--- src/hw/rtl/pts_pkg.sv ---
// ----------------------------------------------------------------------------
// pts_pkg
// Shared types and constants for the priority task scheduler.
// ----------------------------------------------------------------------------
package pts_pkg;

   localparam int MAX_TASKS_DEF = 8;

   localparam logic [6:0] CREDIT_RELOAD = 7'd100;

   // task states
   localparam logic [1:0] TS_READY    = 2'd0;
   localparam logic [1:0] TS_RUNNING  = 2'd1;
   localparam logic [1:0] TS_SLEEPING = 2'd2;

   // item operations
   localparam logic [1:0] OP_TICK  = 2'd0;
   localparam logic [1:0] OP_ADD   = 2'd1;
   localparam logic [1:0] OP_SLEEP = 2'd2;

   // datapath actions
   localparam logic [2:0] ACT_NONE    = 3'd0;
   localparam logic [2:0] ACT_CAPTURE = 3'd1;
   localparam logic [2:0] ACT_TICK    = 3'd2;
   localparam logic [2:0] ACT_ADD     = 3'd3;
   localparam logic [2:0] ACT_MARK    = 3'd4;
   localparam logic [2:0] ACT_SCAN    = 3'd5;
   localparam logic [2:0] ACT_RUN     = 3'd6;
   localparam logic [2:0] ACT_RSP     = 3'd7;

   // table index control
   localparam logic [2:0] IDX_HOLD = 3'd0;
   localparam logic [2:0] IDX_ZERO = 3'd1;
   localparam logic [2:0] IDX_INC  = 3'd2;
   localparam logic [2:0] IDX_OLD  = 3'd3;
   localparam logic [2:0] IDX_BEST = 3'd4;
   localparam logic [2:0] IDX_CNT  = 3'd5;

   typedef struct packed {
      logic [2:0] act;
      logic [2:0] idx;
   } cmd_type;

   typedef struct packed {
      logic cnt_zero;
      logic idx_last;
   } status_type;

endpackage

--- src/hw/rtl/pts_ctrl.sv ---
// ----------------------------------------------------------------------------
// pts_ctrl
// Sequencer for the scheduler: steps the table walk for each item and
// runs the request and response handshakes.
// ----------------------------------------------------------------------------
module pts_ctrl
   import pts_pkg::*;
(
   input  logic       clock,
   input  logic       reset,
   input  logic       req_valid,
   output logic       req_ready,
   input  logic [1:0] req_op,
   output logic       rsp_valid,
   input  logic       rsp_ready,
   output cmd_type    cmd,
   input  status_type status
);

   localparam logic [2:0] S_IDLE = 3'd0;
   localparam logic [2:0] S_TICK = 3'd1;
   localparam logic [2:0] S_ADD  = 3'd2;
   localparam logic [2:0] S_MARK = 3'd3;
   localparam logic [2:0] S_SCAN = 3'd4;
   localparam logic [2:0] S_RUN  = 3'd5;
   localparam logic [2:0] S_DONE = 3'd6;

   logic [2:0] state_ff, state_in;
   logic       rsp_valid_ff, rsp_valid_in;
   logic       slot_free;

   assign req_ready = (state_ff == S_IDLE);
   assign rsp_valid = rsp_valid_ff;
   assign slot_free = !rsp_valid_ff || rsp_ready;

   always_comb begin
      state_in     = state_ff;
      cmd.act      = ACT_NONE;
      cmd.idx      = IDX_HOLD;
      rsp_valid_in = rsp_valid_ff && !rsp_ready;
      case (state_ff)
         S_IDLE: begin
            if (req_valid) begin
               cmd.act = ACT_CAPTURE;
               case (req_op)
                  OP_TICK: begin
                     cmd.idx  = IDX_ZERO;
                     state_in = status.cnt_zero ? S_DONE : S_TICK;
                  end
                  OP_ADD: begin
                     cmd.idx  = IDX_CNT;
                     state_in = S_ADD;
                  end
                  OP_SLEEP: begin
                     cmd.idx  = IDX_OLD;
                     state_in = status.cnt_zero ? S_DONE : S_MARK;
                  end
                  default: begin
                     state_in = S_DONE;
                  end
               endcase
            end
         end
         S_TICK: begin
            cmd.act = ACT_TICK;
            cmd.idx = IDX_INC;
            if (status.idx_last) begin
               state_in = S_DONE;
            end
         end
         S_ADD: begin
            cmd.act  = ACT_ADD;
            state_in = S_DONE;
         end
         S_MARK: begin
            cmd.act  = ACT_MARK;
            cmd.idx  = IDX_ZERO;
            state_in = S_SCAN;
         end
         S_SCAN: begin
            cmd.act = ACT_SCAN;
            if (status.idx_last) begin
               cmd.idx  = IDX_BEST;
               state_in = S_RUN;
            end else begin
               cmd.idx = IDX_INC;
            end
         end
         S_RUN: begin
            cmd.act  = ACT_RUN;
            state_in = S_DONE;
         end
         S_DONE: begin
            if (slot_free) begin
               cmd.act      = ACT_RSP;
               rsp_valid_in = 1'b1;
               state_in     = S_IDLE;
            end
         end
         default: begin
            state_in = S_IDLE;
         end
      endcase
   end

   always_ff @(posedge clock) begin
      if (reset) begin
         state_ff     <= S_IDLE;
         rsp_valid_ff <= 1'b0;
      end else begin
         state_ff     <= state_in;
         rsp_valid_ff <= rsp_valid_in;
      end
   end

endmodule

--- src/hw/rtl/pts_dp.sv ---
// ----------------------------------------------------------------------------
// pts_dp
// Task table and scheduler datapath: one table entry is read and written
// per cycle at the walk index.
// ----------------------------------------------------------------------------
module pts_dp
   import pts_pkg::*;
#(
   parameter int MAX_TASKS = MAX_TASKS_DEF
)
(
   input  logic        clock,
   input  logic        reset,
   input  logic [7:0]  req_priority_req,
   input  logic [15:0] req_sleep_ticks,
   input  cmd_type     cmd,
   output status_type  status,
   output logic [2:0]  rsp_current_task,
   output logic [3:0]  rsp_task_count,
   output logic        rsp_add_failed
);

   localparam int IW = $clog2(MAX_TASKS);
   localparam int CW = $clog2(MAX_TASKS + 1);

   logic [1:0]    state_ff [MAX_TASKS];
   logic [7:0]    prio_ff  [MAX_TASKS];
   logic [15:0]   sleep_ff [MAX_TASKS];
   logic [6:0]    cred_ff  [MAX_TASKS];

   logic [CW-1:0] count_ff, count_in;
   logic [IW-1:0] running_ff, running_in;
   logic [IW-1:0] idx_ff, idx_in;
   logic [IW-1:0] best_ff, best_in;
   logic [7:0]    best_pri_ff, best_pri_in;
   logic [6:0]    best_cred_ff, best_cred_in;
   logic [7:0]    pri_ff, pri_in;
   logic [15:0]   ticks_ff, ticks_in;
   logic          failed_ff, failed_in;

   logic [2:0]    out_task_ff, out_task_in;
   logic [3:0]    out_count_ff, out_count_in;
   logic          out_failed_ff, out_failed_in;

   logic [1:0]    cur_st, st_in;
   logic [7:0]    cur_pri, ent_pri_in;
   logic [15:0]   cur_sl, sl_in;
   logic [6:0]    cur_cr, cr_in;
   logic          wr_en;
   logic          full;
   logic [31:0]   run_wide;
   logic [31:0]   cnt_wide;

   assign cur_st  = state_ff[idx_ff];
   assign cur_pri = prio_ff[idx_ff];
   assign cur_sl  = sleep_ff[idx_ff];
   assign cur_cr  = cred_ff[idx_ff];

   assign full            = (count_ff == CW'(MAX_TASKS));
   assign status.cnt_zero = (count_ff == '0);
   assign status.idx_last = ((CW'(idx_ff) + CW'(1)) == count_ff);

   assign run_wide = 32'(running_ff);
   assign cnt_wide = 32'(count_ff);

   // index sequencing
   always_comb begin
      case (cmd.idx)
         IDX_ZERO: idx_in = '0;
         IDX_INC:  idx_in = idx_ff + IW'(1);
         IDX_OLD:  idx_in = running_ff;
         IDX_BEST: idx_in = best_in;
         IDX_CNT:  idx_in = count_ff[IW-1:0];
         default:  idx_in = idx_ff;
      endcase
   end

   // entry update and scalar state
   always_comb begin
      st_in         = cur_st;
      ent_pri_in    = cur_pri;
      sl_in         = cur_sl;
      cr_in         = cur_cr;
      wr_en         = 1'b0;
      count_in      = count_ff;
      running_in    = running_ff;
      best_in       = best_ff;
      best_pri_in   = best_pri_ff;
      best_cred_in  = best_cred_ff;
      pri_in        = pri_ff;
      ticks_in      = ticks_ff;
      failed_in     = failed_ff;
      out_task_in   = out_task_ff;
      out_count_in  = out_count_ff;
      out_failed_in = out_failed_ff;
      case (cmd.act)
         ACT_CAPTURE: begin
            pri_in    = req_priority_req;
            ticks_in  = req_sleep_ticks;
            failed_in = 1'b0;
         end
         ACT_TICK: begin
            wr_en = 1'b1;
            if (cur_sl != 16'd0) begin
               sl_in = cur_sl - 16'd1;
            end else if (cur_st == TS_SLEEPING) begin
               st_in = TS_READY;
            end else if (cur_st == TS_RUNNING && cur_cr != 7'd0) begin
               cr_in = cur_cr - 7'd1;
            end
         end
         ACT_ADD: begin
            if (full) begin
               failed_in = 1'b1;
            end else begin
               wr_en      = 1'b1;
               st_in      = TS_READY;
               ent_pri_in = pri_ff;
               sl_in      = 16'd0;
               cr_in      = 7'd0;
               count_in   = count_ff + CW'(1);
            end
         end
         ACT_MARK: begin
            wr_en = 1'b1;
            st_in = TS_SLEEPING;
            sl_in = ticks_ff;
            if (cur_cr == 7'd0 && idx_ff != '0) begin
               cr_in = CREDIT_RELOAD;
            end
         end
         ACT_SCAN: begin
            if (idx_ff == '0) begin
               best_in      = '0;
               best_pri_in  = (cur_st == TS_READY) ? cur_pri : 8'd0;
               best_cred_in = cur_cr;
            end else if (cur_st == TS_READY) begin
               if (cur_pri > best_pri_ff) begin
                  best_in      = idx_ff;
                  best_pri_in  = cur_pri;
                  best_cred_in = cur_cr;
               end else if (cur_pri == best_pri_ff && cur_cr > best_cred_ff) begin
                  best_in      = idx_ff;
                  best_cred_in = cur_cr;
               end
            end
         end
         ACT_RUN: begin
            wr_en      = 1'b1;
            st_in      = TS_RUNNING;
            running_in = idx_ff;
         end
         ACT_RSP: begin
            out_task_in   = run_wide[2:0];
            out_count_in  = cnt_wide[3:0];
            out_failed_in = failed_ff;
         end
         default: begin
         end
      endcase
   end

   always_ff @(posedge clock) begin
      if (reset) begin
         for (int i = 0; i < MAX_TASKS; i++) begin
            state_ff[i] <= TS_READY;
            prio_ff[i]  <= 8'd0;
            sleep_ff[i] <= 16'd0;
            cred_ff[i]  <= 7'd0;
         end
         count_ff   <= '0;
         running_ff <= '0;
         idx_ff     <= '0;
      end else begin
         if (wr_en) begin
            state_ff[idx_ff] <= st_in;
            prio_ff[idx_ff]  <= ent_pri_in;
            sleep_ff[idx_ff] <= sl_in;
            cred_ff[idx_ff]  <= cr_in;
         end
         count_ff   <= count_in;
         running_ff <= running_in;
         idx_ff     <= idx_in;
      end
   end

   always_ff @(posedge clock) begin
      best_ff       <= best_in;
      best_pri_ff   <= best_pri_in;
      best_cred_ff  <= best_cred_in;
      pri_ff        <= pri_in;
      ticks_ff      <= ticks_in;
      failed_ff     <= failed_in;
      out_task_ff   <= out_task_in;
      out_count_ff  <= out_count_in;
      out_failed_ff <= out_failed_in;
   end

   assign rsp_current_task = out_task_ff;
   assign rsp_task_count   = out_count_ff;
   assign rsp_add_failed   = out_failed_ff;

endmodule

--- src/hw/rtl/priority_task_scheduler.sv ---
// ----------------------------------------------------------------------------
// priority_task_scheduler
// Priority task scheduler over a table of up to MAX_TASKS tasks.
// ----------------------------------------------------------------------------
// Each req item carries an op: tick, add task (req_priority_req) or sleep
// the current task for req_sleep_ticks ticks and pick the next one. Every
// item returns one rsp item: current task, task count and the add failure
// flag. Both channels are valid/ready.
// One item is worked at a time; the table is walked one entry per cycle.
// An add writes one new entry unless the table is full; a tick walks every
//   entry; a sleep marks the current task, scans every entry and runs the best,
//   while an empty-table tick or sleep and an unused op go straight to rsp.
// A new item is taken once the previous result sits in the rsp register,
// so a stalled receiver holds off the next item only after the current one
// finishes. Synchronous reset empties the table and makes task 0 current.
// ----------------------------------------------------------------------------
module priority_task_scheduler
   import pts_pkg::*;
#(
   parameter int MAX_TASKS = MAX_TASKS_DEF
)
(
   input  logic        clock,
   input  logic        reset,
   input  logic        req_valid,
   output logic        req_ready,
   input  logic [1:0]  req_op,
   input  logic [7:0]  req_priority_req,
   input  logic [15:0] req_sleep_ticks,
   output logic        rsp_valid,
   input  logic        rsp_ready,
   output logic [2:0]  rsp_current_task,
   output logic [3:0]  rsp_task_count,
   output logic        rsp_add_failed
);

   cmd_type    cmd;
   status_type status;

   pts_ctrl u_ctrl (
      .clock     (clock),
      .reset     (reset),
      .req_valid (req_valid),
      .req_ready (req_ready),
      .req_op    (req_op),
      .rsp_valid (rsp_valid),
      .rsp_ready (rsp_ready),
      .cmd       (cmd),
      .status    (status)
   );

   pts_dp #(
      .MAX_TASKS (MAX_TASKS)
   ) u_dp (
      .clock            (clock),
      .reset            (reset),
      .req_priority_req (req_priority_req),
      .req_sleep_ticks  (req_sleep_ticks),
      .cmd              (cmd),
      .status           (status),
      .rsp_current_task (rsp_current_task),
      .rsp_task_count   (rsp_task_count),
      .rsp_add_failed   (rsp_add_failed)
   );

endmodule

--- config.mk ---
export PLATFORM = sky130hd
export DESIGN_NAME = priority_task_scheduler
export DESIGN_NICKNAME = d
export VERILOG_FILES = /design/src/hw/rtl/pts_pkg.sv /design/src/hw/rtl/pts_ctrl.sv /design/src/hw/rtl/pts_dp.sv /design/src/hw/rtl/priority_task_scheduler.sv
export SDC_FILE = /design/constraint.sdc
export NUM_CORES = 1
export LEC_CHECK = 0
export ABC_CLOCK_PERIOD_IN_PS = 9450
export BUFFER_PORTS_ARGS = -buffer_cell sky130_fd_sc_hd__buf_2
export CAP_MARGIN = 10
export CORE_MARGIN = 2
export CORE_UTILIZATION = 40
export CTS_CLUSTER_SIZE = 40
export DETAILED_ROUTE_END_ITERATION = 10
export GPL_TIMING_DRIVEN = 1
export PLACE_DENSITY_LB_ADDON = 0.1
export SETUP_SLACK_MARGIN = 0.02
export SLEW_MARGIN = 20
export SYNTH_ARGS = -nofsm -noshare
export SYNTH_HDL_FRONTEND = slang
export SYNTH_HIERARCHICAL = 1
export SYNTH_SLANG_ARGS = --single-unit
--- constraint.sdc ---
create_clock -name clock -period 9.45 [get_ports clock]
set_clock_uncertainty 0.05 [all_clocks]
set_input_delay 0.945 -clock clock [delete_from_list [all_inputs] [get_ports clock]]
set_output_delay 0.945 -clock clock [all_outputs]
set_load 0.02 [all_outputs]
==> impl_metrics.toml, run 1 <==
[outcome]
status = "complete, no violations"

[grt]
gr-total-overflow = 0
globalRouteTotalUtil_pct = 22.4
grt_pass1_vias = 11100
grt_pass1_wl_mm = 69.8
antenna_found_initial = 0
grt_max_degree = 61

[logic_synthesis]
synth_compound_area_share_pct = 7.99
synth_edf_count = 312
synthAdderAreaFrac_pct = 1.91
avgSynthCellArea_um2 = 12.2
synthXorXnorAreaFrac_pct = 0.375
synth-simple-area-share_pct = 15.4
synth_nets = 1390
synth_mux_area_share_pct = 11.1
synth_top_family_by_area = "simple AND/OR/NAND/NOR gates"
async_flop_share_pct = 0
syn_inst = 1335
seq_area_frac_synth_pct = 59.8
syn_area_um2 = 16300
synth_seq_cells = 332
yosys_warnings = 6
synth-main-ff-cell = "edfxtp_1"
ys_types = 88

[finish]
fin_area_um2 = 18200
diodes = 0
syn_to_final_growth_pct = 11.2
drive_gt1_share_pct = 16.2
nets = 1414
finish.utilization_pct = 44.8

[power]
vdd_drop_max_uv = 155
leakage_uw = 0.00639
powerDensity_nw_per_um2 = 298

[die]
die_w_um = 206
rows = 74
fp.dieH_um = 206
design.portCount = 40
core-area_um2 = 40600
start_util_pct = 40.3
design.die.area_um2 = 42500

[clock_tree]
cts.path.max_buffers = 3
cts_resized = 0
path_clk_slew_ns = 0.06
htree_levels = 2
cts_tree = "done"
cts.sinks = 332
clock_latency_ns = 0.56
cts_hold_buf = 0
root_buffer = "clkbuf_16"
cts_setup_buffers = 0
cts_buffers = 38

[placement]
io_buffers = 39
dp_slack_ns = 4.09
hpwlAfterDp_mm = 27.0
globalplace.congestion = 0.799
dpl_cell_area_um2 = 17000

[sta]
finalSetupTns_ns = 0
worst_pin_slew_ns = 1.15
drv_slew = 0
slew-limit-headroom_pct = 23.5
period_needed_ns = 5.41
hold_viol = 0
setup_viol = 0
rsz0062_at_grt = "no"
fin_crit_sh_pct = 57.2
fmax_ghz = 0.185
layout_setup_ws_ns = 4.04

[run]
cap_violations = 0

[worst_setup_path]
cp-start-kind = "flop"
crit_family = "compound AO/OA/AOI/OAI gates"
rr_endpoint = "u_dp/sleep_ff[7][4]"
critPathArrivalTime_ns = 5.62
ff2ff_setup_slack_ns = 4.04
cp_max_fo = 51
path_class = "reg2reg"
critPathBufInv = 2
worstPathRequired_ns = 9.66
path_cells = "buf_4, mux4_2, mux2i_1, ha_1, inv_1, a31oi_1, o21a_1, nand3_1, a32o_1, a21oi_1, nor2_1"
slowest_delay_ns = 0.79
reg2reg_depth = 11
endpoint_kind = "flop"
critPathSlowestCell = "dfxtp_4"

[drt]
firstDrtPassIters = 5
drt-total-wl_mm = 46.4
drc = 0
vias = 11100
ant_nets = 0
drtIter0Drc = 861
viasPerCell = 5.79
routedWlPerCell_um = 24.2

[worst_hold_path]
hp-start = "u_dp/failed_ff"
hold_depth = 0
hold_end = "u_dp/rsp_add_failed"
holdCritPathClass = "reg2reg"
-- layer usage --
layer	routed length, um	global-route usage [%]
met1	21000	31.6
met3	2610	3.15
met4	1080	6.89
met2	21700	36.1
met5	0	0
-- registers in the layout, summed over array words and instances (netlist names), 4 cells and up, named ones only --
register,flops
u_dp/prio_ff,64
u_dp/sleep_ff,128
u_dp/pri_ff,8
u_dp/rsp_task_count,4
u_dp/best_pri_ff,8
u_dp/count_ff,4
u_dp/state_ff,16
u_dp/ticks_ff,16
u_dp/best_cred_ff,7
u_dp/cred_ff,56
-- cells by family (layout without fill, tap and decap cells) --
group,after synthesis,after routing
and+or+nand+nor,552,552
DFF,332,332
AOI/OAI and AO/OA,185,185
buffers and inverters,126,175
muxes,108,108
adders and majority gates,25,25
xor gates and xnor gates,7,7
-- cells in the mapped netlist, types with 6 or more instances --
cell | number | area, um^2
buf_6 | 9 | 101
edfxtp_1 | 312 | 9370
a21oi_1 | 49 | 245
and3_1 | 6 | 37.5
nand2b_1 | 14 | 87.6
nand2_1 | 68 | 255
buf_2 | 14 | 70.1
nor2b_1 | 12 | 75.1
dfxtp_1 | 20 | 400
a32o_1 | 7 | 70.1
clkbuf_1 | 45 | 169
mux2_2 | 10 | 113
nand3_1 | 26 | 130
buf_1 | 6 | 22.5
inv_1 | 48 | 180
nor2_1 | 321 | 1200
nor3_1 | 47 | 235
a211oi_1 | 7 | 52.6
o21ai_1 | 14 | 70.1
mux4_2 | 56 | 1260
ha_1 | 25 | 313
o21ai_0 | 24 | 120
nand4_1 | 10 | 62.6
mux2i_1 | 40 | 400
o22ai_1 | 8 | 50.1
a31oi_1 | 6 | 37.5
-- final cells by class --
class | instances | area [um^2]
Multi-Input combinational cell | 877 | 6080
Clock buffer | 53 | 1040
Fill cell | 3737 | 22400
Timing Repair Buffer | 61 | 358
Tap cell | 532 | 666
Sequential cell | 332 | 9780
Inverter | 49 | 184
Clock inverter | 12 | 87.6
-- how the worst max path moves through the flow --
stage                         start                  end  slack [ns]  cells past startpoint
after floorplan                flop  u_dp/best_pri_ff[0]        5.24                     18
after global placement    rsp_ready  u_dp/sleep_ff[6][7]        4.12                      9
after detailed placement       flop  u_dp/sleep_ff[7][4]        4.09                     11
after CTS                      flop  u_dp/sleep_ff[7][4]        4.09                     11
after global routing           flop  u_dp/sleep_ff[0][5]        3.69                     11
final                          flop  u_dp/sleep_ff[7][4]        4.04                     11
-- placed cells by master (no fill, tap or decap), types with 8 or more instances in the layout --
cell,n
ha_1,25
inv_1,48
nand4_1,10
edfxtp_1,312
clkinv_1,8
o22ai_1,8
nor2_1,320
nor2b_1,10
mux2_2,10
dfxtp_1,18
mux4_2,56
o21ai_0,24
clkbuf_1,13
o21ai_1,14
mux2i_1,40
buf_4,21
a21oi_1,49
nor3_1,47
nand3_1,24
buf_2,39
nand2_1,68
clkbuf_16,39
-- through the flow --
stage	power [uW]	hold slack, ns	cells
floorplan	3420	0.350	1335
global placement	4060	0.363	1850
detailed placement	4070	0.381	1850
CTS	5450	0.400	1915
global route	5710	0.401	1916
finish	5420	0.393	1916
-- report_power, final --
group	switching, uW	internal, uW
Clock	583	791
Sequential	163	1880
Combinational	1360	639
Total	2110	3310
Note: power is estimated with default switching activity, not from simulation.
==> run 2, diff against run 1 <==
--- a/config.mk
+++ b/config.mk
@@ -5,7 +5,7 @@
 export SDC_FILE = /design/constraint.sdc
 export NUM_CORES = 1
 export LEC_CHECK = 0
-export ABC_CLOCK_PERIOD_IN_PS = 9450
+export ABC_CLOCK_PERIOD_IN_PS = 4400
 export BUFFER_PORTS_ARGS = -buffer_cell sky130_fd_sc_hd__buf_2
 export CAP_MARGIN = 10
 export CORE_MARGIN = 2
==> constraint.sdc (replaced) <==
create_clock -name clock -period 4.4 [get_ports clock]
set_clock_uncertainty 0.05 [all_clocks]
set_input_delay 0.44 -clock clock [delete_from_list [all_inputs] [get_ports clock]]
set_output_delay 0.44 -clock clock [all_outputs]
set_load 0.02 [all_outputs]
==> run 2 against run 1 <==
  * Clock power grew 130%
  * First-iteration DRC count up 8.1%
  * Wire length up 1.8%
  * Maximum frequency is 32% higher
  * Count of clock-buffer cells in the layout is 5 lower
  * Combinational power grew 140%
  * Die area did not move
  * Worst setup slack got worse by 3.7 ns
  * Critical path type unchanged
  * Highest routed layer unchanged
==> impl_metrics.toml, run 2 (synthesis gave the netlist of run 1 again) <==
[die]
design.portCount = 40
core-area_um2 = 40600
rows = 74
start_util_pct = 40.3
die_w_um = 206
fp.dieH_um = 206
design.die.area_um2 = 42500

[clock_tree]
htree_levels = 2
cts_buffers = 38
path_clk_slew_ns = 0.06
cts.path.max_buffers = 3
clock_latency_ns = 0.56
cts_tree = "done"
root_buffer = "clkbuf_16"
cts.sinks = 332

[sta]
slew-limit-headroom_pct = 26.1
period_needed_ns = 4.09
finalSetupTns_ns = 0
setup_viol = 0
drv_slew = 0
fin_crit_sh_pct = 93.0
hold_viol = 0
fmax_ghz = 0.244
worst_pin_slew_ns = 1.10
rsz0062_at_grt = "no"

[worst_setup_path]
path_class = "reg2reg"
crit_path_frequent_cell = "buf_4"
endpoint_kind = "flop"
critPathArrivalTime_ns = 4.46
reg2reg_depth = 13
path_cells = "buf_4, mux4_2, mux2i_1, inv_1, ha_1, nand4_1, a21oi_1, a2111oi_0, buf_4, nor3_2, o31a_1, o22a_1, o32ai_1"
cp-start-kind = "flop"
ff2ff_setup_slack_ns = 0.31
slowest_delay_ns = 0.57
critPathSlowestCell = "dfxtp_4"
worstPathRequired_ns = 4.77
cp_max_fo = 18

[worst_hold_path]
holdCritPathClass = "in2reg"

[grt]
globalRouteTotalUtil_pct = 22.9
grt-busiest-layer = "met2"
grt.met2_usage_pct = 37.1
grt_pass1_vias = 11300
grt_max_degree = 41
gr-total-overflow = 0
grt_util_met3_pct = 3.55
grt_use_met1_pct = 31.6
grt_pass1_wl_mm = 71.0
antenna_found_initial = 0

[finish]
fin_area_um2 = 19000
final_cell_mix = "320 x nor2_1, 312 x edfxtp_1, 68 x nand2_1, 68 x buf_4, 56 x mux4_2"
regMostFlops = "u_dp/sleep_ff"
diodes = 0
largest_register_ffs = 128
nets = 1487
reg_top3 = "u_dp/sleep_ff (128), u_dp/prio_ff (64), u_dp/cred_ff (56)"
drive_gt1_share_pct = 19.3
syn_to_final_growth_pct = 16.0
final_common_cell = "nor2_1"

[outcome]
status = "complete, no violations"

[power]
vdd_drop_max_uv = 355
leakage_uw = 0.00681
powerDensity_nw_per_um2 = 648

[drt]
drt-total-wl_mm = 47.3
routedWlPerCell_um = 23.7
vias = 11400
ant_nets = 0
drtIter0Drc = 931
viasPerCell = 5.72
firstDrtPassIters = 6
drc = 0

[run]
cap_violations = 0

[placement]
globalplace.congestion = 0.839
hpwlAfterDp_mm = 28.9
dpl_cell_area_um2 = 17500
io_buffers = 39
-- run 2: changes by cell type in the layout (fill, tap and decap cells not counted), sizes merged --
cell | previous run | this run
clkinv | 8 | 12
clkbuf | 54 | 48
dlygate4sd3 | 0 | 21
buf | 60 | 113
inv | 49 | 50
clkinvlp | 3 | 0
bufinv | 1 | 5
-- run 2: repair_timing --
action                                  in CTS  in global routing
hold endpoints to repair                    21                  0
buffers inserted                             0                  0
hold buffers                                21                  0
endpoints found under the setup margin       0                 53
gates resized for setup                      0                  2
-- run 2: metrics by stage --
stage          hold slack (ns)  power (uW)  setup WS (ns)  util (%)  std cells
2_1_floorplan            0.350        7340          0.187         -       1335
3_3_place_gp             0.354        9100          0.299      43.2       1903
3_5_place_dp             0.362        9110          0.303      43.2       1903
4_1_cts                0.00131       12400          0.235      46.7       1990
5_1_grt                 0.0148       12900         0.0703      46.8       1990
6_report                0.0195       12300          0.310      46.8       1990
-- run 2: area by class of cell --
class / count / area, um^2
Inverter: 49 / 184
Clock inverter: 18 / 224
Sequential cell: 332 / 9780
Tap cell: 532 / 666
Timing Repair Buffer: 134 / 1040
Fill cell: 3770 / 21600
Clock buffer: 48 / 1010
Multi-Input combinational cell: 877 / 6070
-- run 2: how the worst min path moves through the flow --
stage / start / end / slack [ns] / depth (start not counted)
detailed placement: u_dp/failed_ff / u_dp/rsp_add_failed / 0.36 / 0
global route: req_sleep_ticks[3] / u_dp/ticks_ff[3] / 0.01 / 1
floorplan: u_dp/failed_ff / u_dp/rsp_add_failed / 0.35 / 0
finish: req_sleep_ticks[3] / u_dp/ticks_ff[3] / 0.02 / 1
global placement: u_dp/failed_ff / u_dp/rsp_add_failed / 0.35 / 0
CTS: req_sleep_ticks[3] / u_dp/ticks_ff[3] / 0.001 / 1
-- run 2: routing by layer --
layer / routed length, um / part of all wire [%]
met5: 0 / 0
met4: 1160 / 2.5
met3: 2730 / 5.8
met2: 22500 / 48
met1: 20900 / 44
-- run 2: worst max-delay path: cells and delay by family (launching register included) --
| family | cells | cell delay, ns |
|---|---|---|
| DFF | 1 | 0.57 |
| adders and majority gates | 1 | 0.34 |
| and+or+nand+nor | 2 | 0.21 |
| muxes | 2 | 0.81 |
| AOI/OAI and AO/OA | 5 | 1.28 |
| buffers and inverters | 3 | 0.67 |
-- run 2: power by group --
group / switching, uW / internal (uW)
Combinational: 3040 / 1710
Clock: 1280 / 1920
Sequential: 311 / 4040
==> run 3, diff against run 2 <==
--- a/config.mk
+++ b/config.mk
@@ -5,6 +5,7 @@
 export SDC_FILE = /design/constraint.sdc
 export NUM_CORES = 1
 export LEC_CHECK = 0
+export ABC_AREA = 1
 export ABC_CLOCK_PERIOD_IN_PS = 4400
 export BUFFER_PORTS_ARGS = -buffer_cell sky130_fd_sc_hd__buf_2
 export CAP_MARGIN = 10
==> run 3 against run 2 <==
  * Critical path depth grew 4
  * Design area fell by 1.4%
  * Sequential cell count is the same
  * Count of clock-buffer cells in the layout unchanged
  * Power is 19% higher
  * Final cell count rose by 21%
  * Maximum frequency up 9.6%
  * Sequential power hardly changed
  * Synthesized cell count increased by 37%
  * Utilization decreased by 1.0 points
  * Highest routed layer unchanged
==> impl_metrics.toml, run 3 <==
[outcome]
status = "complete, no violations"

[worst_setup_path]
slowest_delay_ns = 0.61
critPathBufInv = 3
crit_path_frequent_cell = "nand2_1"
endpoint_kind = "flop"
path_class = "reg2reg"
path_cells = "clkinv_2, buf_4, o21ai_0, o22ai_1, nand2_1, o21ai_0, ha_1, nand2_1, inv_1, o21ai_0, nand2_1, nand2_1, o211ai_1, nand2_1, a21oi_2, nand2_1, nand2_1"
crit_family = "compound AO/OA/AOI/OAI gates"
critPathArrivalTime_ns = 3.89
critPathSlowestCell = "dfxtp_4"
worstPathRequired_ns = 4.55
cp_max_fo = 45
cp-start-kind = "flop"

[logic_synthesis]
synth_seq_cells = 332
yosys_warnings = 6
synth-main-ff-cell = "edfxtp_1"
syn_area_um2 = 16600
netlist_top_cells_count = "457 x nor2_1, 312 x edfxtp_1, 298 x nand2_1"
ys_types = 42
synth_edf_count = 312
synth.area.top_cells = "edfxtp_1 56%, nor2_1 10%, nand2_1 6.7%"
avgSynthCellArea_um2 = 9.12
syn_inst = 1823
synth_nets = 1878
seq_area_frac_synth_pct = 58.8
yosysMostFrequentCell = "nor2_1"
async_flop_share_pct = 0
yosysTopAreaCellShare_pct = 56.4
yosysTopAreaCell = "edfxtp_1"

[drt]
ant_nets = 0
drt-total-wl_mm = 49.0
routedWlPerCell_um = 20.3
drc = 0
vias = 12900
firstDrtPassIters = 5
drtIter0Drc = 1282
viasPerCell = 5.33

[die]
die_w_um = 208
design.die.area_um2 = 43200
core-area_um2 = 40900
start_util_pct = 40.6
rows = 74
design.portCount = 40
fp.dieH_um = 208

[clock_tree]
clock_latency_ns = 0.54
cts.path.max_buffers = 3
path_clk_slew_ns = 0.06
cts_buffers = 38
cts.sinks = 332
cts_tree = "done"
cts_resized = 0
root_buffer = "clkbuf_16"
cts_hold_buf = 0
htree_levels = 2
cts_setup_buffers = 0

[finish]
final_cell_mix = "455 x nor2_1, 312 x edfxtp_1, 290 x nand2_1"
diodes = 0
final_common_cell = "nor2_1"
syn_to_final_growth_pct = 12.6
largest_register_ffs = 128
regMostFlops = "u_dp/sleep_ff"
drive_gt1_share_pct = 11.8
nets = 1909
stdcell_count = 2412
fin_area_um2 = 18700
reg_top3 = "u_dp/sleep_ff (128), u_dp/prio_ff (64), u_dp/cred_ff (56)"

[placement]
io_buffers = 39
dp.cells = 2346
globalplace.congestion = 0.863
hpwlAfterDp_mm = 30.5
dpl_cell_area_um2 = 17500

[grt]
grt_max_degree = 73
globalRouteTotalUtil_pct = 22.6
grt_pass1_vias = 12200
gr-total-overflow = 0
antenna_found_initial = 0
grt_pass1_wl_mm = 75.1

[power]
vdd_drop_max_uv = 436
p_total_uw = 14600
leakage_uw = 0.00747
powerDensity_nw_per_um2 = 781

[sta]
hold_viol = 0
fin_crit_sh_pct = 84.8
slew-limit-headroom_pct = 33.8
finalSetupTns_ns = 0
rsz0062_at_grt = "no"
setup_viol = 0
drv_slew = 0
hold-worst-slack_ns = 0.0302
fmax_ghz = 0.268
period_needed_ns = 3.73
worst_pin_slew_ns = 0.986

[worst_hold_path]
holdCritPathClass = "in2reg"

[run]
cap_violations = 0
-- run 3: cell types whose count changed after synthesis, moves of 14 or more --
| cell | previous run | this run |
|---|---|---|
| mux4_2 | 56 | 0 |
| nand2b_1 | 14 | 0 |
| inv_2 | 0 | 15 |
| nor3_1 | 47 | 6 |
| mux2i_1 | 40 | 0 |
| nand2_1 | 68 | 298 |
| o21ai_1 | 14 | 54 |
| nand2_2 | 0 | 15 |
| nand3_1 | 26 | 78 |
| o21ai_0 | 24 | 124 |
| inv_1 | 48 | 145 |
| nor2_1 | 321 | 457 |
| nor2_2 | 1 | 21 |
-- run 3: cell families after synthesis --
kind of cell | after synthesis | synth area share (%)
AND/OR/NAND/NOR | 917 | 23.0
flip-flops | 332 | 58.8
AO/OA/AOI/OAI | 291 | 9.54
buffers and inverters | 247 | 6.20
adder cells (fa/ha/maj) | 25 | 1.88
XOR/XNOR | 11 | 0.580
-- run 3: power breakdown --
part,total [uW],internal (uW),leakage (uW),switching (uW)
clock,3120,1860,0.000586,1270
combinational,7130,1800,0.00354,5330
sequential,4350,4120,0.00334,230
-- run 3: worst paths after layout --
path	start	to	depth (start not counted)	slack (ns)
worst max-delay path	flop	u_dp/best_cred_ff[1]	17	0.67
worst min register to register	u_dp/running_ff[1]	u_dp/rsp_current_task[1]	0	0.38
worst max register to register	flop	u_dp/best_cred_ff[1]	17	0.67
worst min-delay path	req_priority_req[4]	u_dp/pri_ff[4]	1	0.03
-- run 3: through the flow --
step | util (%) | setup WS, ns
final | 45.7 | 0.667
after global routing | 45.7 | 0.363
after CTS | 45.7 | 0.698
after detailed placement | 42.8 | 0.638
after global placement | 42.8 | 0.757
after floorplan | - | 0.950
-- run 3: cell type report --
class / instances / area, um^2
well taps: 532 / 666
inverters: 161 / 608
clock inverters: 18 / 193
repair buffers: 77 / 606
flip-flops and latches: 332 / 9770
fillers: 3967 / 22200
clock buffers: 48 / 1010
multi-input cells: 1244 / 5850
-- run 3: per-layer routing --
metal	vias to the layer above	share of wire (%)	track usage [%]
met1	6227	48	34.0
met3	60	6.7	3.45
met4	0	1.8	4.94
li1	6139	-	-
met2	425	44	34.6
met5	-	0	0
